<file path="src/hw/rtl/tga_pkg.sv">
// Shared types and codes for the TGA run-length stream decoder.
`default_nettype none

package tga_pkg;

  typedef struct packed {
    logic [7:0] data_byte;
    logic       first_byte;
  } tga_in_t;

  typedef struct packed {
    logic [23:0] pixel_value;
    logic [7:0]  run_length;
    logic        end_of_row;
    logic        packet_overrun;
    logic [1:0]  error_code;
    logic        last;
  } tga_out_t;

  typedef enum logic [4:0] {
    PH_HEADER = 5'b00001,
    PH_ID     = 5'b00010,
    PH_PACKET = 5'b00100,
    PH_PIXEL  = 5'b01000,
    PH_DONE   = 5'b10000
  } tga_phase_t;

  localparam logic [1:0] ERR_NONE  = 2'd0;
  localparam logic [1:0] ERR_TYPE  = 2'd1;
  localparam logic [1:0] ERR_DEPTH = 2'd2;

  localparam logic [7:0] TYPE_TRUE     = 8'd2;
  localparam logic [7:0] TYPE_GRAY     = 8'd3;
  localparam logic [7:0] TYPE_RLE_TRUE = 8'd10;
  localparam logic [7:0] TYPE_RLE_GRAY = 8'd11;

  localparam logic [7:0] DEPTH_24 = 8'd24;
  localparam logic [7:0] DEPTH_8  = 8'd8;

  localparam logic [4:0] HDR_ID_LEN   = 5'd0;
  localparam logic [4:0] HDR_TYPE     = 5'd2;
  localparam logic [4:0] HDR_WIDTH_LO = 5'd12;
  localparam logic [4:0] HDR_WIDTH_HI = 5'd13;
  localparam logic [4:0] HDR_HEIGHT_LO = 5'd14;
  localparam logic [4:0] HDR_HEIGHT_HI = 5'd15;
  localparam logic [4:0] HDR_DEPTH    = 5'd16;
  localparam logic [4:0] HDR_LAST     = 5'd17;

endpackage

`default_nettype wire

</file>
<file path="src/hw/rtl/tga_out_skid.sv">
// Two-entry output stage (main register plus skid register) for decoder results.
`default_nettype none

module tga_out_skid (
  input  wire logic              clk,
  input  wire logic              rst_n,
  input  wire logic              up_valid,
  input  wire tga_pkg::tga_out_t up_data,
  output logic                   up_ready,
  output logic                   out_valid,
  input  wire logic              out_ready,
  output tga_pkg::tga_out_t      out_data
);
  import tga_pkg::*;

  logic     main_v_r, main_v_nxt;
  logic     skid_v_r, skid_v_nxt;
  tga_out_t main_d_r, main_d_nxt;
  tga_out_t skid_d_r, skid_d_nxt;

  assign up_ready  = !skid_v_r;
  assign out_valid = main_v_r;
  assign out_data  = main_d_r;

  always_comb begin
    main_v_nxt = main_v_r;
    skid_v_nxt = skid_v_r;
    main_d_nxt = main_d_r;
    skid_d_nxt = skid_d_r;
    if (main_v_r && !out_ready) begin
      // hold the waiting result, park a new one in the skid slot
      if (up_valid && !skid_v_r) begin
        skid_v_nxt = 1'b1;
        skid_d_nxt = up_data;
      end
    end else if (skid_v_r) begin
      main_v_nxt = 1'b1;
      main_d_nxt = skid_d_r;
      skid_v_nxt = 1'b0;
    end else begin
      main_v_nxt = up_valid;
      main_d_nxt = up_data;
    end
  end

  always_ff @(posedge clk) begin
    if (!rst_n) begin
      main_v_r <= 1'b0;
      skid_v_r <= 1'b0;
    end else begin
      main_v_r <= main_v_nxt;
      skid_v_r <= skid_v_nxt;
    end
    main_d_r <= main_d_nxt;
    skid_d_r <= skid_d_nxt;
  end

endmodule

`default_nettype wire

</file>
<file path="src/hw/rtl/tga_rle_stream_decoder.sv">
// Top level of the TGA run-length stream decoder.
// Takes one file byte per cycle (first_byte restarts parsing at a header) and turns the
// 18-byte header, the image-ID skip and the pixel data of 24-bit true-color or 8-bit
// grayscale images, plain or RLE, into runs of RGB pixel value and repeat count. Each byte
// is one state update, so a byte is accepted every cycle; its result, if any, is registered
// in a two-entry output stage, and input stalls only once both entries hold
// results that the consumer has not taken. Unsupported types and depths give one error
// result; an empty image gives one result with run_length 0 and last set.
`default_nettype none

module tga_rle_stream_decoder (
  input  wire logic             clk,
  input  wire logic             rst_n,
  input  wire logic             in_valid,
  output logic                  in_ready,
  input  wire tga_pkg::tga_in_t in_data,
  output logic                  out_valid,
  input  wire logic             out_ready,
  output tga_pkg::tga_out_t     out_data
);
  import tga_pkg::*;

  tga_phase_t  phase_r, phase_nxt, cur_phase;
  logic [4:0]  hidx_r, hidx_nxt, cur_hidx;
  logic [7:0]  id_left_r, id_left_nxt, cur_id_left;
  logic [7:0]  type_r, type_nxt, cur_type;
  logic [1:0]  bpp_r, bpp_nxt, cur_bpp;
  logic [15:0] width_r, width_nxt, cur_width;
  logic [15:0] height_r, height_nxt, cur_height;
  logic [16:0] col_r, col_nxt, cur_col;
  logic [15:0] row_r, row_nxt, cur_row;
  logic [7:0]  raw_left_r, raw_left_nxt, cur_raw_left;
  logic [7:0]  rep_cnt_r, rep_cnt_nxt, cur_rep_cnt;
  logic        is_rep_r, is_rep_nxt, cur_is_rep;
  logic [1:0]  pbi_r, pbi_nxt, cur_pbi;
  logic [23:0] asm_r, asm_nxt, cur_asm;

  logic        accept;
  logic        res_v;
  tga_out_t    res;
  logic [7:0]  b;
  logic        is_rle, type_ok, depth_bad, do_begin, packet_done, eor, row_last;
  logic [7:0]  cnt, run;
  logic [23:0] asm_new;
  logic [1:0]  pbi_new;
  logic [16:0] col_new;
  logic [15:0] row_new;
  logic [7:0]  raw_dec;

  assign accept = in_valid && in_ready;
  assign b      = in_data.data_byte;

  always_comb begin
    cur_phase    = phase_r;
    cur_hidx     = hidx_r;
    cur_id_left  = id_left_r;
    cur_type     = type_r;
    cur_bpp      = bpp_r;
    cur_width    = width_r;
    cur_height   = height_r;
    cur_col      = col_r;
    cur_row      = row_r;
    cur_raw_left = raw_left_r;
    cur_rep_cnt  = rep_cnt_r;
    cur_is_rep   = is_rep_r;
    cur_pbi      = pbi_r;
    cur_asm      = asm_r;
    // first byte of a file: restart from the reset state
    if (in_data.first_byte) begin
      cur_phase    = PH_HEADER;
      cur_hidx     = '0;
      cur_id_left  = '0;
      cur_type     = '0;
      cur_bpp      = '0;
      cur_width    = '0;
      cur_height   = '0;
      cur_col      = '0;
      cur_row      = '0;
      cur_raw_left = '0;
      cur_rep_cnt  = '0;
      cur_is_rep   = 1'b0;
      cur_pbi      = '0;
      cur_asm      = '0;
    end
  end

  assign is_rle  = (cur_type == TYPE_RLE_TRUE) || (cur_type == TYPE_RLE_GRAY);
  assign type_ok = (cur_type == TYPE_TRUE) || (cur_type == TYPE_GRAY) || is_rle;
  assign depth_bad = (((cur_type == TYPE_TRUE) || (cur_type == TYPE_RLE_TRUE)) &&
                      (cur_bpp != 2'd3)) ||
                     (((cur_type == TYPE_GRAY) || (cur_type == TYPE_RLE_GRAY)) &&
                      (cur_bpp != 2'd1));
  assign cnt     = {1'b0, b[6:0]} + 8'd1;
  assign pbi_new = cur_pbi + 2'd1;
  assign raw_dec = cur_raw_left - 8'd1;
  assign run     = cur_is_rep ? cur_rep_cnt : 8'd1;
  assign col_new = cur_col + {9'd0, run};
  assign eor     = col_new >= {1'b0, cur_width};
  assign row_new = cur_row + 16'd1;
  assign row_last = row_new >= cur_height;
  assign packet_done = cur_is_rep || !is_rle || (raw_dec == 8'd0);

  always_comb begin
    case (cur_pbi)
      2'd0:    asm_new = cur_asm | {16'd0, b};
      2'd1:    asm_new = cur_asm | {8'd0, b, 8'd0};
      2'd2:    asm_new = cur_asm | {b, 16'd0};
      default: asm_new = cur_asm;
    endcase
  end

  always_comb begin
    phase_nxt    = cur_phase;
    hidx_nxt     = cur_hidx;
    id_left_nxt  = cur_id_left;
    type_nxt     = cur_type;
    bpp_nxt      = cur_bpp;
    width_nxt    = cur_width;
    height_nxt   = cur_height;
    col_nxt      = cur_col;
    row_nxt      = cur_row;
    raw_left_nxt = cur_raw_left;
    rep_cnt_nxt  = cur_rep_cnt;
    is_rep_nxt   = cur_is_rep;
    pbi_nxt      = cur_pbi;
    asm_nxt      = cur_asm;
    res_v        = 1'b0;
    res          = '0;
    do_begin     = 1'b0;

    case (cur_phase)
      PH_HEADER: begin
        hidx_nxt = cur_hidx + 5'd1;
        case (cur_hidx)
          HDR_ID_LEN:    id_left_nxt = b;
          HDR_TYPE:      type_nxt = b;
          HDR_WIDTH_LO:  width_nxt = {cur_width[15:8], b};
          HDR_WIDTH_HI:  width_nxt = {b, cur_width[7:0]};
          HDR_HEIGHT_LO: height_nxt = {cur_height[15:8], b};
          HDR_HEIGHT_HI: height_nxt = {b, cur_height[7:0]};
          HDR_DEPTH:     bpp_nxt = (b == DEPTH_24) ? 2'd3 : ((b == DEPTH_8) ? 2'd1 : 2'd0);
          default: ;
        endcase
        if (cur_hidx >= HDR_LAST) begin
          hidx_nxt = '0;
          if (!type_ok) begin
            phase_nxt      = PH_DONE;
            res_v          = 1'b1;
            res.error_code = ERR_TYPE;
            res.last       = 1'b1;
          end else if (depth_bad) begin
            phase_nxt      = PH_DONE;
            res_v          = 1'b1;
            res.error_code = ERR_DEPTH;
            res.last       = 1'b1;
          end else if (cur_id_left != 8'd0) begin
            phase_nxt = PH_ID;
          end else begin
            do_begin = 1'b1;
          end
        end
      end
      PH_ID: begin
        id_left_nxt = cur_id_left - 8'd1;
        if (id_left_nxt == 8'd0) do_begin = 1'b1;
      end
      PH_PACKET: begin
        if (b[7]) begin
          is_rep_nxt  = 1'b1;
          rep_cnt_nxt = cnt;
        end else begin
          is_rep_nxt   = 1'b0;
          raw_left_nxt = cnt;
        end
        pbi_nxt   = '0;
        asm_nxt   = '0;
        phase_nxt = PH_PIXEL;
      end
      PH_PIXEL: begin
        pbi_nxt = pbi_new;
        asm_nxt = asm_new;
        if (pbi_new >= cur_bpp) begin
          pbi_nxt = '0;
          asm_nxt = '0;
          if (!cur_is_rep && is_rle) raw_left_nxt = raw_dec;
          col_nxt            = col_new;
          res_v              = 1'b1;
          res.pixel_value    = asm_new;
          res.run_length     = run;
          res.end_of_row     = eor;
          res.packet_overrun = col_new > {1'b0, cur_width};
          res.error_code     = ERR_NONE;
          if (packet_done) begin
            // wrap to column 0 and drop any overshoot past the row end
            if (eor) begin
              col_nxt  = '0;
              row_nxt  = row_new;
              res.last = row_last;
            end
            if (eor && row_last) phase_nxt = PH_DONE;
            else phase_nxt = is_rle ? PH_PACKET : PH_PIXEL;
          end
        end
      end
      default: ;
    endcase

    if (do_begin) begin
      col_nxt      = '0;
      row_nxt      = '0;
      pbi_nxt      = '0;
      asm_nxt      = '0;
      is_rep_nxt   = 1'b0;
      raw_left_nxt = '0;
      rep_cnt_nxt  = '0;
      if ((cur_width == 16'd0) || (cur_height == 16'd0)) begin
        phase_nxt = PH_DONE;
        res_v     = 1'b1;
        res       = '0;
        res.last  = 1'b1;
      end else begin
        phase_nxt = is_rle ? PH_PACKET : PH_PIXEL;
      end
    end
  end

  always_ff @(posedge clk) begin
    if (!rst_n) begin
      phase_r    <= PH_HEADER;
      hidx_r     <= '0;
      id_left_r  <= '0;
      type_r     <= '0;
      bpp_r      <= '0;
      width_r    <= '0;
      height_r   <= '0;
      col_r      <= '0;
      row_r      <= '0;
      raw_left_r <= '0;
      rep_cnt_r  <= '0;
      is_rep_r   <= 1'b0;
      pbi_r      <= '0;
      asm_r      <= '0;
    end else if (accept) begin
      phase_r    <= phase_nxt;
      hidx_r     <= hidx_nxt;
      id_left_r  <= id_left_nxt;
      type_r     <= type_nxt;
      bpp_r      <= bpp_nxt;
      width_r    <= width_nxt;
      height_r   <= height_nxt;
      col_r      <= col_nxt;
      row_r      <= row_nxt;
      raw_left_r <= raw_left_nxt;
      rep_cnt_r  <= rep_cnt_nxt;
      is_rep_r   <= is_rep_nxt;
      pbi_r      <= pbi_nxt;
      asm_r      <= asm_nxt;
    end
  end

  tga_out_skid u_out (
    .clk       (clk),
    .rst_n     (rst_n),
    .up_valid  (accept && res_v),
    .up_data   (res),
    .up_ready  (in_ready),
    .out_valid (out_valid),
    .out_ready (out_ready),
    .out_data  (out_data)
  );

endmodule

`default_nettype wire

</file>
<file path="config.mk">
export PLATFORM = sky130hd
export DESIGN_NAME = tga_rle_stream_decoder
export DESIGN_NICKNAME = d
export VERILOG_FILES = /design/src/hw/rtl/tga_pkg.sv /design/src/hw/rtl/tga_out_skid.sv /design/src/hw/rtl/tga_rle_stream_decoder.sv
export SDC_FILE = /design/constraint.sdc
export NUM_CORES = 1
export LEC_CHECK = 0
export BUFFER_PORTS_ARGS = -buffer_cell sky130_fd_sc_hd__buf_2
export CAP_MARGIN = 5
export CORE_AREA = 2 2 144 146
export CTS_CLUSTER_SIZE = 10
export DETAILED_ROUTE_END_ITERATION = 16
export DIE_AREA = 0 0 146 148
export PLACE_DENSITY = 0.77
export SLEW_MARGIN = 20
export SYNTH_ARGS = -nofsm -noshare
export SYNTH_HDL_FRONTEND = slang
export SYNTH_SLANG_ARGS = --single-unit
</file>
<file path="constraint.sdc">
create_clock -name clk -period 9.6 [get_ports clk]
set_clock_uncertainty 0.1 [all_clocks]
set_input_delay 1.44 -clock clk [delete_from_list [all_inputs] [get_ports clk]]
set_output_delay 1.44 -clock clk [all_outputs]
set_load 0.01 [all_outputs]
</file>
==> summary.log, run 1 <==
INFO  worst_setup_path cp_cell_sequence=buf_2 > nor2b_1 > nand2_1 > fa_1 > nor2b_1 > o31ai_1 > a21oi_1 > nand3_1 > or3_1 > a21oi_1 > ha_1 > nand3_1 > nor4_1 > o41ai_1 > nand4_1 > o211ai_1 > and2_1 > a32o_1
INFO  clock_network  post_cts_buffers=0
INFO  die            io_pins=52
INFO  clock_network  cts.clk_slew.worst_paths=0.06ns
INFO  grt            antenna_found_initial=1
INFO  layout         syn_to_final_growth=9.46%
INFO  logic_synthesis ys_ff_latch=212
INFO  drt            total_via_count_after_detailed_routing=10112
INFO  logic_synthesis synthFlopType=sky130_fd_sc_hd__dfxtp_1
INFO  worst_setup_path worst-endpoint-arrival=7.06ns
INFO  timing         post-route-worst-setup-slack=2.86ns
INFO  layout         layout.nets=1360
INFO  worst_setup_path worst-r2r-cell-count=17
INFO  hold_path      timing.hold.worst_endpoint=col_r[0]
INFO  logic_synthesis synth_async_sr_flop_share=0
INFO  power          power.static_leakage=0.00516µW
INFO  logic_synthesis yosys_warnings=0
INFO  logic_synthesis synth_enable_flop_cells=74
INFO  timing         maxClockFrequency=148MHz
INFO  clock_network  cts-resized-gates=0
INFO  layout         final_std_cell_area_no_fill=12900µm²
INFO  clock_network  tritoncts=built
INFO  timing         min_period_over_period=0.702
INFO  clock_network  clock_tree.htree_level_count=1
INFO  layout         final_layout_size_suffix_gt1_frac=0.128
INFO  die            die-width=146µm
INFO  layout         mostFrequentLayoutCell=sky130_fd_sc_hd__nor2_1
INFO  layout         highest_count_cells_in_the_layout_ignoring_fill_and_taps=sky130_fd_sc_hd__nor2_1, sky130_fd_sc_hd__dfxtp_1, sky130_fd_sc_hd__nand2_1, sky130_fd_sc_hd__edfxtp_1, sky130_fd_sc_hd__a22oi_1
INFO  die            die_h=148µm
INFO  drt            drt_wl_total=32.1mm
INFO  placement      numPortBuffers=51
INFO  clock_network  numCtsBuffers=26
INFO  worst_setup_path cpPeakStageDelay=0.71ns
INFO  flow_run       drv_cap=0
INFO  logic_synthesis netlist-cell-type-count=85
INFO  grt            grt_overflow=0
INFO  hold_path      timing.hold.worst.start=col_r[0]
INFO  hold_path      hold-path-cell-count=2
INFO  placement      pre_cts_ws=2.49ns
INFO  timing         grt_setup_unrepaired=no
INFO  clock_network  cts_root_buffer=sky130_fd_sc_hd__clkbuf_16
INFO  logic_synthesis synthesis.instances=1280
INFO  clock_network  clk-insertion-delay-late=0.54ns
INFO  logic_synthesis yosysTopAreaCell=sky130_fd_sc_hd__dfxtp_1
INFO  logic_synthesis synth_fp_nets=1352
INFO  drt            per_cell_routed_wire_length=20.4µm
INFO  worst_setup_path worst-path-max-fanout=17
INFO  die            num_rows=52
INFO  worst_setup_path cp-end-kind=register
INFO  timing         worst_hold_slack=0.366ns
INFO  timing         max_slew.worst_pin.slew=1.03ns
INFO  layout         insertedDiodeCount=0
INFO  logic_synthesis syn-mean-instance-area=9.23µm²
INFO  clock_network  cts_hold_buf=0
INFO  die            effective_utilization_at_floorplan=0.590
INFO  worst_setup_path worstSetupStartpointType=input pin
INFO  worst_setup_path criticalPathCategory=input pin to register
INFO  placement      place_area=12200µm²
INFO  grt            pin_count_of_the_biggest_net_entering_global_routing=73
INFO  clock_network  numClockSinks=212
INFO  die            core_area=20000µm²
INFO  placement      gp_congestion=0.921
INFO  drt            firstDrtPassIters=6
INFO  power          worst_ir_drop_vdd=0.000130V
INFO  worst_setup_path worstPathRequired=9.92ns
INFO  worst_setup_path cp.buffers_inverters=1
INFO  power          p_per_area=149nW/µm²
INFO  timing         final_hold_violation_count=0
INFO  drt            drc=0
INFO  grt            grt_pass1_vias=9449
INFO  timing         period_minus_slack=6.74ns
INFO  layout         fillerInstances=1673
INFO  logic_synthesis synth_area_leaders=sky130_fd_sc_hd__dfxtp_1, sky130_fd_sc_hd__edfxtp_1, sky130_fd_sc_hd__ha_1
INFO  placement      dpl.hpwl=21.4mm
INFO  timing         timing_max_transition_violations_final=0
INFO  die            dieArea=21600µm²
INFO  power          totalPowerFinal=1930µW
INFO  grt            grt.total_usage=0.292
INFO  worst_setup_path critPathTopFamily=simple AND/OR/NAND/NOR gates
INFO  drt            route.detailed.vias_per_inst=6.42
INFO  timing         slew-limit-headroom=0.313
INFO  logic_synthesis synthesis.area=11800µm²
INFO  worst_setup_path reg2reg_start=is_rep_r
INFO  logic_synthesis yosys.area.top_type_share=0.234
INFO  worst_setup_path worst_path_max_delay_cell=sky130_fd_sc_hd__nor2b_1
INFO  hold_path      worstHoldPathType=register to register
INFO  grt            grt_pass1_wl=50.8mm
INFO  timing         totalNegativeSetupSlack=0ns
INFO  drt            antenna_violating_nets_post_route=0
INFO  clock_network  cts_buffer_depth=3
INFO  drt            drt-initial-drc-count=984
INFO  timing         setup_viol=0
INFO  status         status=finished clean
INFO  worst_setup_path worst-r2r-setup-slack=3.64ns
INFO  worst_setup_path crit_reg_reg_endpoint=col_r[13]
INFO  logic_synthesis ys_seq_area_frac=0.422
[cells in the mapped netlist, drive strengths merged, types with 5 or more instances]
cell and n:
ha 58, a32o 7, a22oi 73, a21oi 56, or2 5, mux2 33
o21a 7, or3 5, o211ai 17, and4 8, nand4 21, edfxtp 74
a31oi 5, buf 24, nor2 141, inv 31, nand2b 11, a21o 9
o21ai 42, xnor2 19, nor3 43, o2bb2ai 7, o31ai 18, nor4 14
and2 18, dfxtp 138, o22ai 6, xor2 18, or4 5, nor3b 9
nand3 30, a22o 40, nand2 116, and3 25, clkbuf 58, nor2b 34
[report_power, final]
part	total [µW]	leakage, µW	internal [µW]	switching (µW)
Combinational	109	0.00291	28.5	80.3
Sequential	933	0.00188	928	5.74
Clock	890	0.000372	519	371
Total	1930	0.00516	1480	457
[registers in the layout, indices dropped and copies added (netlist names)]
name	count
u_out.out_data	37
u_out.skid_d_r	37
asm_r	24
col_r	17
height_r	16
row_r	16
width_r	16
id_left_r	8
raw_left_r	8
rep_cnt_r	8
type_r	8
hidx_r	5
phase_r	5
bpp_r	2
pbi_r	2
is_rep_r	1
u_out.out_valid	1
u_out.skid_v_r	1
[layer usage]
| metal | part of all wire | wire, µm | vias to the layer above | global-route usage |
|---|---|---|---|---|
| met3 | 0.086 | 2770 | 61 | 0.0583 |
| li1 | - | - | 4759 | - |
| met1 | 0.43 | 13700 | 4832 | 0.397 |
| met4 | 0.029 | 941 | 0 | 0.103 |
| met5 | 0 | 0 | - | 0 |
| met2 | 0.46 | 14600 | 460 | 0.468 |
[how the worst max path moves through the flow]
| stage | startpoint | endpoint | slack (ns) | cells past startpoint |
|---|---|---|---|---|
| CTS | in_data[0] | col_r[13] | 2.99 | 18 |
| global route | in_data[0] | col_r[13] | 2.27 | 18 |
| floorplan | in_data[0] | u_out.skid_d_r[0] | 2.17 | 15 |
| global placement | in_data[0] | col_r[13] | 2.65 | 17 |
| detailed placement | in_data[0] | col_r[13] | 2.49 | 18 |
| finish | in_data[0] | col_r[13] | 2.86 | 18 |
[metrics by stage]
stage / utilization / cells
after floorplan: - / 1280
after CTS: 0.645 / 1574
final: 0.645 / 1574
after detailed placement: 0.607 / 1530
after global routing: 0.645 / 1574
after global placement: 0.607 / 1530
[worst min-delay path, cell delays in order, from the launching register on]
cell                      delay [ns]
sky130_fd_sc_hd__dfxtp_1        0.32
sky130_fd_sc_hd__nand2_1        0.04
sky130_fd_sc_hd__o21ai_0        0.07
[cell type report]
type / count / area (µm²) / share of cell area
Tap cell: 270 / 338 / 0.0261
Clock inverter: 5 / 33.8 / 0.00261
Multi-Input combinational cell: 954 / 6390 / 0.494
Timing Repair Buffer: 62 / 338 / 0.0261
Sequential cell: 212 / 4980 / 0.385
Clock buffer: 39 / 729 / 0.0564
Inverter: 32 / 120 / 0.00929
[kinds of logic (layout without fill, tap and decap cells)]
group	count (synthesis)	count (layout)	synth area share
AO/OA/AOI/OAI	326	326	0.203
flip-flops	212	212	0.422
adder cells (fa/ha/maj)	59	59	0.0631
XOR/XNOR	37	37	0.0274
AND/OR/NAND/NOR	496	496	0.211
buffers and inverters	114	138	0.0396
multiplexers	36	36	0.0340
(Power assumes the default switching activity.)
==> run 2, diff against run 1 <==
==> constraint.sdc (replaced) <==
create_clock -name clk -period 6.4 [get_ports clk]
set_clock_uncertainty 0.1 [all_clocks]
set_input_delay 0.96 -clock clk [delete_from_list [all_inputs] [get_ports clk]]
set_output_delay 0.96 -clock clk [all_outputs]
set_load 0.01 [all_outputs]
==> run 2 against run 1 <==
Net effect:
- non-clock buffer count rose by 6
- critical endpoint unchanged
- critical path depth increased by 4
- combinational power grew 49%
- largest power group unchanged
- register-to-register slack got worse by 2.5 ns
- sequential share of layout area about the same
- via count up 1.2%
- largest cell class unchanged
- power up 47%
- highest routed layer unchanged
- worst setup slack got worse by 1.8 ns
- final cell count increased by 0.38%
- die area stayed put
==> summary.log, run 2 (synthesis results as in run 1) <==
INFO  status         status=finished clean
INFO  drt            total_via_count_after_detailed_routing=10237 [+1.2%]
INFO  clock_network  tritoncts=built
INFO  timing         min_period_over_period=0.841
INFO  die            effective_utilization_at_floorplan=0.590 [unchanged]
INFO  drt            drt-initial-drc-count=1198 [+22%]
INFO  timing         slew-limit-headroom=0.272 [-0.0411]
INFO  die            die-width=146µm [unchanged]
INFO  clock_network  cts.clk_slew.worst_paths=0.06ns [about the same]
INFO  drt            route.detailed.vias_per_inst=6.48 [+0.85%]
INFO  timing         grt_setup_unrepaired=no
INFO  layout         highest_count_cells_in_the_layout_ignoring_fill_and_taps=sky130_fd_sc_hd__nor2_1, sky130_fd_sc_hd__dfxtp_1, sky130_fd_sc_hd__nand2_1, sky130_fd_sc_hd__edfxtp_1, sky130_fd_sc_hd__a22oi_1
INFO  timing         maxClockFrequency=186MHz
INFO  layout         syn_to_final_growth=9.53% [about the same]
INFO  placement      gp_congestion=0.986 [+7.1%]
INFO  clock_network  cts_hold_buf=0 [unchanged]
INFO  worst_setup_path worstPathRequired=6.73ns [-3.19 ns]
INFO  power          totalPowerFinal=2850µW [+47%]
INFO  clock_network  cts-resized-gates=0 [unchanged]
INFO  drt            drt_wl_total=31.6mm [-1.4%]
INFO  clock_network  post_cts_buffers=0 [unchanged]
INFO  worst_setup_path worst_path_max_delay_cell=sky130_fd_sc_hd__nor4_1
INFO  timing         timing_max_transition_violations_final=0 [unchanged]
INFO  power          worst_ir_drop_vdd=0.000195V [+50%]
INFO  worst_setup_path cp_cell_sequence=buf_2 > nor2b_1 > buf_4 > nand2b_1 > ha_1 > inv_1 > fa_1 > nor2b_1 > o31ai_1 > a21oi_1 > nand3_1 > or3_1 > a21oi_1 > ha_1 > nand3_1 > nor4_1 > o41ai_1 > nand4_1 > o211ai_1 > buf_4 > and2_1 > a32o_1
INFO  grt            grt_pass1_vias=9484 [+0.37%]
INFO  worst_setup_path worst-r2r-setup-slack=1.19ns [-2.45 ns]
INFO  clock_network  clk-insertion-delay-late=0.53ns [about the same]
INFO  clock_network  clock_tree.htree_level_count=1 [unchanged]
INFO  clock_network  cts_root_buffer=sky130_fd_sc_hd__clkbuf_16
INFO  drt            antenna_violating_nets_post_route=0 [unchanged]
INFO  hold_path      worstHoldPathType=register to register
INFO  layout         final_layout_size_suffix_gt1_frac=0.128 [+0.000275]
INFO  layout         layout.nets=1365 [+0.37%]
INFO  clock_network  cts_buffer_depth=3 [unchanged]
INFO  flow_run       drv_cap=0 [unchanged]
INFO  grt            grt_pass1_wl=50.9mm [+0.22%]
INFO  worst_setup_path cpPeakStageDelay=0.46ns [-0.25 ns]
INFO  drt            per_cell_routed_wire_length=20.0µm [-1.8%]
INFO  worst_setup_path worst-endpoint-arrival=5.71ns [-1.35 ns]
INFO  timing         totalNegativeSetupSlack=0ns [unchanged]
INFO  worst_setup_path worstSetupStartpointType=input pin
INFO  grt            grt.total_usage=0.290 [-0.00216]
INFO  power          power.static_leakage=0.00518µW [+0.31%]
INFO  die            die_h=148µm [unchanged]
INFO  timing         max_slew.worst_pin.slew=1.09ns [+0.0617 ns]
INFO  clock_network  numClockSinks=212 [unchanged]
INFO  grt            grt_overflow=0 [unchanged]
INFO  timing         final_hold_violation_count=0 [unchanged]
INFO  grt            pin_count_of_the_biggest_net_entering_global_routing=60 [-18%]
INFO  grt            antenna_found_initial=0 [-1]
INFO  clock_network  numCtsBuffers=25 [-3.8%]
INFO  die            io_pins=52 [unchanged]
INFO  layout         mostFrequentLayoutCell=sky130_fd_sc_hd__nor2_1
INFO  drt            drc=0 [unchanged]
INFO  power          p_per_area=220nW/µm² [+47%]
INFO  placement      numPortBuffers=51 [unchanged]
INFO  die            core_area=20000µm² [unchanged]
INFO  die            num_rows=52 [unchanged]
INFO  timing         period_minus_slack=5.38ns
INFO  placement      dpl.hpwl=21.4mm [-0.24%]
INFO  drt            firstDrtPassIters=5 [-1]
INFO  timing         setup_viol=0 [unchanged]
INFO  die            dieArea=21600µm² [unchanged]
INFO  worst_setup_path cp-end-kind=register
INFO  worst_setup_path worst-path-max-fanout=16 [-1]
INFO  worst_setup_path criticalPathCategory=input pin to register
==> run 2: per-layer routing <==
layer / track usage / vias to the layer above / part of all wire
li1: - / 4787 / -
met1: 0.425 / 4884 / 0.44
met2: 0.449 / 503 / 0.44
met3: 0.0463 / 63 / 0.095
met4: 0.0782 / 0 / 0.025
met5: 0 / - / 0
==> run 2: path summary, 6_finish.rpt <==
check                           startpoint         to  depth (start not counted)
worst max-delay path            in_data[0]  col_r[13]                         22
worst min-delay path              col_r[0]   col_r[0]                          2
worst max register to register    is_rep_r  col_r[13]                         21
worst min register to register    col_r[0]   col_r[0]                          2
==> run 2: metrics by stage <==
step	setup WS (ns)	hold slack [ns]	std cells	cell area, µm²	utilization
after floorplan	0.269	0.317	1280	11800	-
after detailed placement	0.564	0.342	1536	12200	0.610
after CTS	1.11	0.355	1579	12900	0.646
after global placement	0.780	0.335	1536	12200	0.610
after global routing	0.705	0.400	1579	12900	0.646
final	1.02	0.356	1580	12900	0.646
==> run 2: worst max-delay path, delay by kind of cell <==
family                   cells  cell delay, ns
adder cells (fa/ha/maj)      3            0.79
buffers and inverters        4            0.59
AO/OA/AOI/OAI                6            1.31
AND/OR/NAND/NOR              9            2.05
==> run 2: final cells by class <==
type                       instances  area, µm²
antenna                            1       2.50
clock inverter                     2       25.0
tap                              270        338
fill                            1644       7100
inverter                          32        120
sequential                       212       4980
multi-input combinational        954       6390
clock buffer                      41        696
timing repair buffer              68        383
==> run 2: where the power goes <==
group          leakage, µW  internal, µW  switching (µW)
Clock             0.000347           739             547
Sequential         0.00188          1390            8.62
Combinational      0.00295          44.0             118
==> run 3, diff against run 2 <==
--- a/config.mk
+++ b/config.mk
@@ -5,13 +5,14 @@
 export SDC_FILE = /design/constraint.sdc
 export NUM_CORES = 1
 export LEC_CHECK = 0
+export ABC_AREA = 1
 export BUFFER_PORTS_ARGS = -buffer_cell sky130_fd_sc_hd__buf_2
 export CAP_MARGIN = 5
-export CORE_AREA = 2 2 144 146
+export CORE_AREA = 2 2 156 158
 export CTS_CLUSTER_SIZE = 10
 export DETAILED_ROUTE_END_ITERATION = 16
-export DIE_AREA = 0 0 146 148
-export PLACE_DENSITY = 0.77
+export DIE_AREA = 0 0 158 160
+export PLACE_DENSITY = 0.76
 export SLEW_MARGIN = 20
 export SYNTH_ARGS = -nofsm -noshare
 export SYNTH_HDL_FRONTEND = slang
==> constraint.sdc (replaced) <==
create_clock -name clk -period 4.9 [get_ports clk]
set_clock_uncertainty 0.1 [all_clocks]
set_input_delay 0.735 -clock clk [delete_from_list [all_inputs] [get_ports clk]]
set_output_delay 0.735 -clock clk [all_outputs]
set_load 0.01 [all_outputs]
==> run 3 against run 2 <==
Net effect:
- worst setup slack got worse by 0.35 ns
- final cell count rose by 41%
- register-to-register slack got worse by 0.30 ns
- sequential share of layout area fell by 4.1 points
- global-route usage fell by 0.93 points
- power rose by 43%
- critical endpoint is now u_out.out_data[0]
==> summary.log, run 3 <==
INFO  logic_synthesis synthFlopType=sky130_fd_sc_hd__dfxtp_1
INFO  logic_synthesis synthesis.area=13200µm² [+12%]
INFO  layout         highest_count_cells_in_the_layout_ignoring_fill_and_taps=sky130_fd_sc_hd__nand2_1, sky130_fd_sc_hd__nor2_1, sky130_fd_sc_hd__inv_1, sky130_fd_sc_hd__dfxtp_1, sky130_fd_sc_hd__a21oi_1
INFO  die            core_area=23800µm² [+19%]
INFO  worst_setup_path cp.buffers_inverters=7 [+3]
INFO  timing         setup_viol=0 [unchanged]
INFO  power          power.static_leakage=0.00638µW [+23%]
INFO  layout         final_layout_size_suffix_gt1_frac=0.0876 [-0.0408]
INFO  drt            antenna_violating_nets_post_route=0 [unchanged]
INFO  layout         multiInputGateArea=6930µm² [+8.3%]
INFO  logic_synthesis ys_ff_latch=212 [unchanged]
INFO  logic_synthesis synthesis.instances=1875 [+46%]
INFO  placement      gp_congestion=0.901 [-8.6%]
INFO  logic_synthesis post-synth-top-count-cell=sky130_fd_sc_hd__nand2_1
INFO  die            die-width=158µm [+8.2%]
INFO  drt            per_cell_routed_wire_length=16.0µm [-20%]
INFO  timing         worst_hold_slack=0.361ns [+0.00522 ns]
INFO  hold_path      worstHoldPathType=register to register
INFO  logic_synthesis synth_area_leaders=sky130_fd_sc_hd__dfxtp_1, sky130_fd_sc_hd__edfxtp_1, sky130_fd_sc_hd__nand2_1
INFO  worst_setup_path worst-endpoint-arrival=4.41ns [-1.30 ns]
INFO  layout         mostFrequentLayoutCell=sky130_fd_sc_hd__nand2_1
INFO  logic_synthesis netlist-cell-type-count=53 [-38%]
INFO  layout         syn_to_final_growth=9.45% [about the same]
INFO  worst_setup_path worst-path-max-fanout=13 [-3]
INFO  logic_synthesis yosysTopAreaCell=sky130_fd_sc_hd__dfxtp_1
INFO  die            dieArea=25300µm² [+17%]
INFO  die            effective_utilization_at_floorplan=0.556 [-0.0339]
INFO  grt            grt_pass1_wl=58.2mm [+14%]
INFO  clock_network  numClockSinks=212 [unchanged]
INFO  grt            grt_overflow=0 [unchanged]
INFO  grt            grt_util_met1=0.360 [-0.0648]
INFO  clock_network  cts-resized-gates=0 [unchanged]
INFO  clock_network  cts_root_buffer=sky130_fd_sc_hd__clkbuf_16
INFO  layout         layout.nets=1960 [+44%]
INFO  drt            drc=0 [unchanged]
INFO  grt            pin_count_of_the_biggest_net_entering_global_routing=81 [+35%]
INFO  logic_synthesis synth_async_sr_flop_share=0 [unchanged]
INFO  worst_setup_path worst_path_max_delay_cell=sky130_fd_sc_hd__fa_1
INFO  timing         min_period_over_period=0.864
INFO  die            die_h=160µm [+8.1%]
INFO  clock_network  clk-insertion-delay-late=0.54ns [about the same]
INFO  timing         totalNegativeSetupSlack=0ns [unchanged]
INFO  worst_setup_path criticalPathCategory=input pin to register
INFO  worst_setup_path worstPathRequired=5.08ns [-1.65 ns]
INFO  logic_synthesis yosys.area.top_type_share=0.209 [-0.0251]
INFO  drt            firstDrtPassIters=6 [+1]
INFO  logic_synthesis synth_fp_nets=1947 [+44%]
INFO  grt            gr-usage-met3=0.0383 [-0.00803]
INFO  drt            route.detailed.vias_per_inst=5.64 [-13%]
INFO  clock_network  numCtsBuffers=26 [+4.0%]
INFO  clock_network  post_cts_buffers=0 [unchanged]
INFO  die            num_rows=57 [+9.6%]
INFO  power          p_per_area=280nW/µm² [+27%]
INFO  grt            gr-max-usage-layer=met2
INFO  status         status=finished clean
INFO  power          worst_ir_drop_vdd=0.000242V [+24%]
INFO  clock_network  clock_tree.htree_level_count=1 [unchanged]
INFO  placement      dpl.hpwl=24.3mm [+14%]
INFO  worst_setup_path critPathTopFamily=simple AND/OR/NAND/NOR gates
INFO  logic_synthesis syn-mean-instance-area=7.06µm² [-24%]
INFO  layout         seq_area=4980µm² [unchanged]
INFO  logic_synthesis ys_seq_area_frac=0.377 [-0.0453]
INFO  clock_network  tritoncts=built
INFO  timing         grt_setup_unrepaired=no
INFO  layout         fillerInstances=2221 [+35%]
INFO  placement      numPortBuffers=51 [unchanged]
INFO  grt            grt_pass1_vias=11968 [+26%]
INFO  timing         max_slew.worst_pin.slew=0.868ns [-0.223 ns]
INFO  grt            grt_util_met2=0.477 [+0.0280]
INFO  die            io_pins=52 [unchanged]
INFO  clock_network  cts_buffer_depth=3 [unchanged]
INFO  drt            drt-initial-drc-count=1088 [-9.2%]
INFO  grt            grt.total_usage=0.281 [-0.00927]
INFO  worst_setup_path worstSetupStartpointType=input pin
INFO  timing         slew-limit-headroom=0.420 [+0.147]
INFO  timing         period_minus_slack=4.23ns
INFO  worst_setup_path worst_path_most_repeated_cell=sky130_fd_sc_hd__nand2_1
INFO  clock_network  cts_hold_buf=0 [unchanged]
INFO  timing         final_hold_violation_count=0 [unchanged]
INFO  drt            total_via_count_after_detailed_routing=12593 [+23%]
INFO  logic_synthesis synth.cells.most_frequent=sky130_fd_sc_hd__nand2_1, sky130_fd_sc_hd__nor2_1, sky130_fd_sc_hd__inv_1, sky130_fd_sc_hd__dfxtp_1, sky130_fd_sc_hd__a21oi_1
INFO  logic_synthesis yosys_warnings=0 [unchanged]
INFO  timing         timing_max_transition_violations_final=0 [unchanged]
INFO  worst_setup_path cpPeakStageDelay=0.40ns [-0.06 ns]
INFO  worst_setup_path cp-end-kind=register
INFO  flow_run       drv_cap=0 [unchanged]
INFO  logic_synthesis synth_enable_flop_cells=74 [unchanged]
INFO  timing         maxClockFrequency=236MHz
INFO  drt            drt_wl_total=35.7mm [+13%]
INFO  clock_network  cts.clk_slew.worst_paths=0.06ns [about the same]
INFO  grt            antenna_found_initial=1 [+1]
-- run 3: cell count changes after synthesis, sizes merged, moves of 33 or more --
cell    delta
nand2    +326
inv      +214
nor2     +121
a21oi     +81
a22oi     -73
nand3     +72
o21ai     +70
a22o      -40
nor2b     -34
a211oi    +33
-- run 3: path summary, 6_finish.rpt --
check	slack (ns)	startpoint	end	depth (start not counted)
hold / removal	0.36	height_r[15]	height_r[15]	2
setup reg to reg	0.89	is_rep_r	u_out.out_data[0]	29
setup / recovery	0.67	in_data[0]	u_out.out_data[0]	31
hold reg to reg	0.36	height_r[15]	height_r[15]	2
-- run 3: metrics by stage --
stage,cell area [µm²],worst slack [ns],power (µW),utilization,cells
after global routing,14500,0.248,4200,0.608,2232
after floorplan,13200,0.118,2160,-,1875
after global placement,13700,0.302,2260,0.574,2184
after detailed placement,13700,0.222,2260,0.574,2184
after CTS,14500,0.751,4070,0.608,2231
final,14500,0.668,4060,0.608,2232
-- run 3: cell families (layout without fill, tap and decap cells) --
group	Yosys count	after routing	synth area share
compound gates	350	350	0.153
xor+xnor	33	33	0.0218
fa+ha+maj	59	59	0.0563
buf+inv	335	367	0.101
flops	212	212	0.377
mux	8	8	0.00681
other cells	0	1	0
simple gates	878	878	0.284
-- run 3: layer usage --
layer  vias to the layer above  wire length (µm)
li1                       6211                 -
met4                         0              1150
met2                       469             17000
met1                      5815             15200
met5                         -                 0
met3                        98              2370
-- run 3: area by class of cell --
type,count,area share
Inverter,246,0.0640
Clock buffer,46,0.0550
Multi-Input combinational cell,1328,0.478
Antenna cell,1,0.000173
Timing Repair Buffer,74,0.0304
Clock inverter,1,0.000345
Tap cell,324,0.0280
Sequential cell,212,0.344
-- run 3: worst min-delay path, stage by stage (launching register included) --
cell and delay, ns:
sky130_fd_sc_hd__dfxtp_1 0.29, sky130_fd_sc_hd__inv_1 0.06, sky130_fd_sc_hd__a211oi_1 0.06
-- run 3: report_power, final --
part | total (µW) | internal (µW) | switching [µW]
Sequential | 1850 | 1840 | 12.1
Clock | 1830 | 1090 | 739
Combinational | 384 | 101 | 283
Total | 4060 | 3030 | 1030
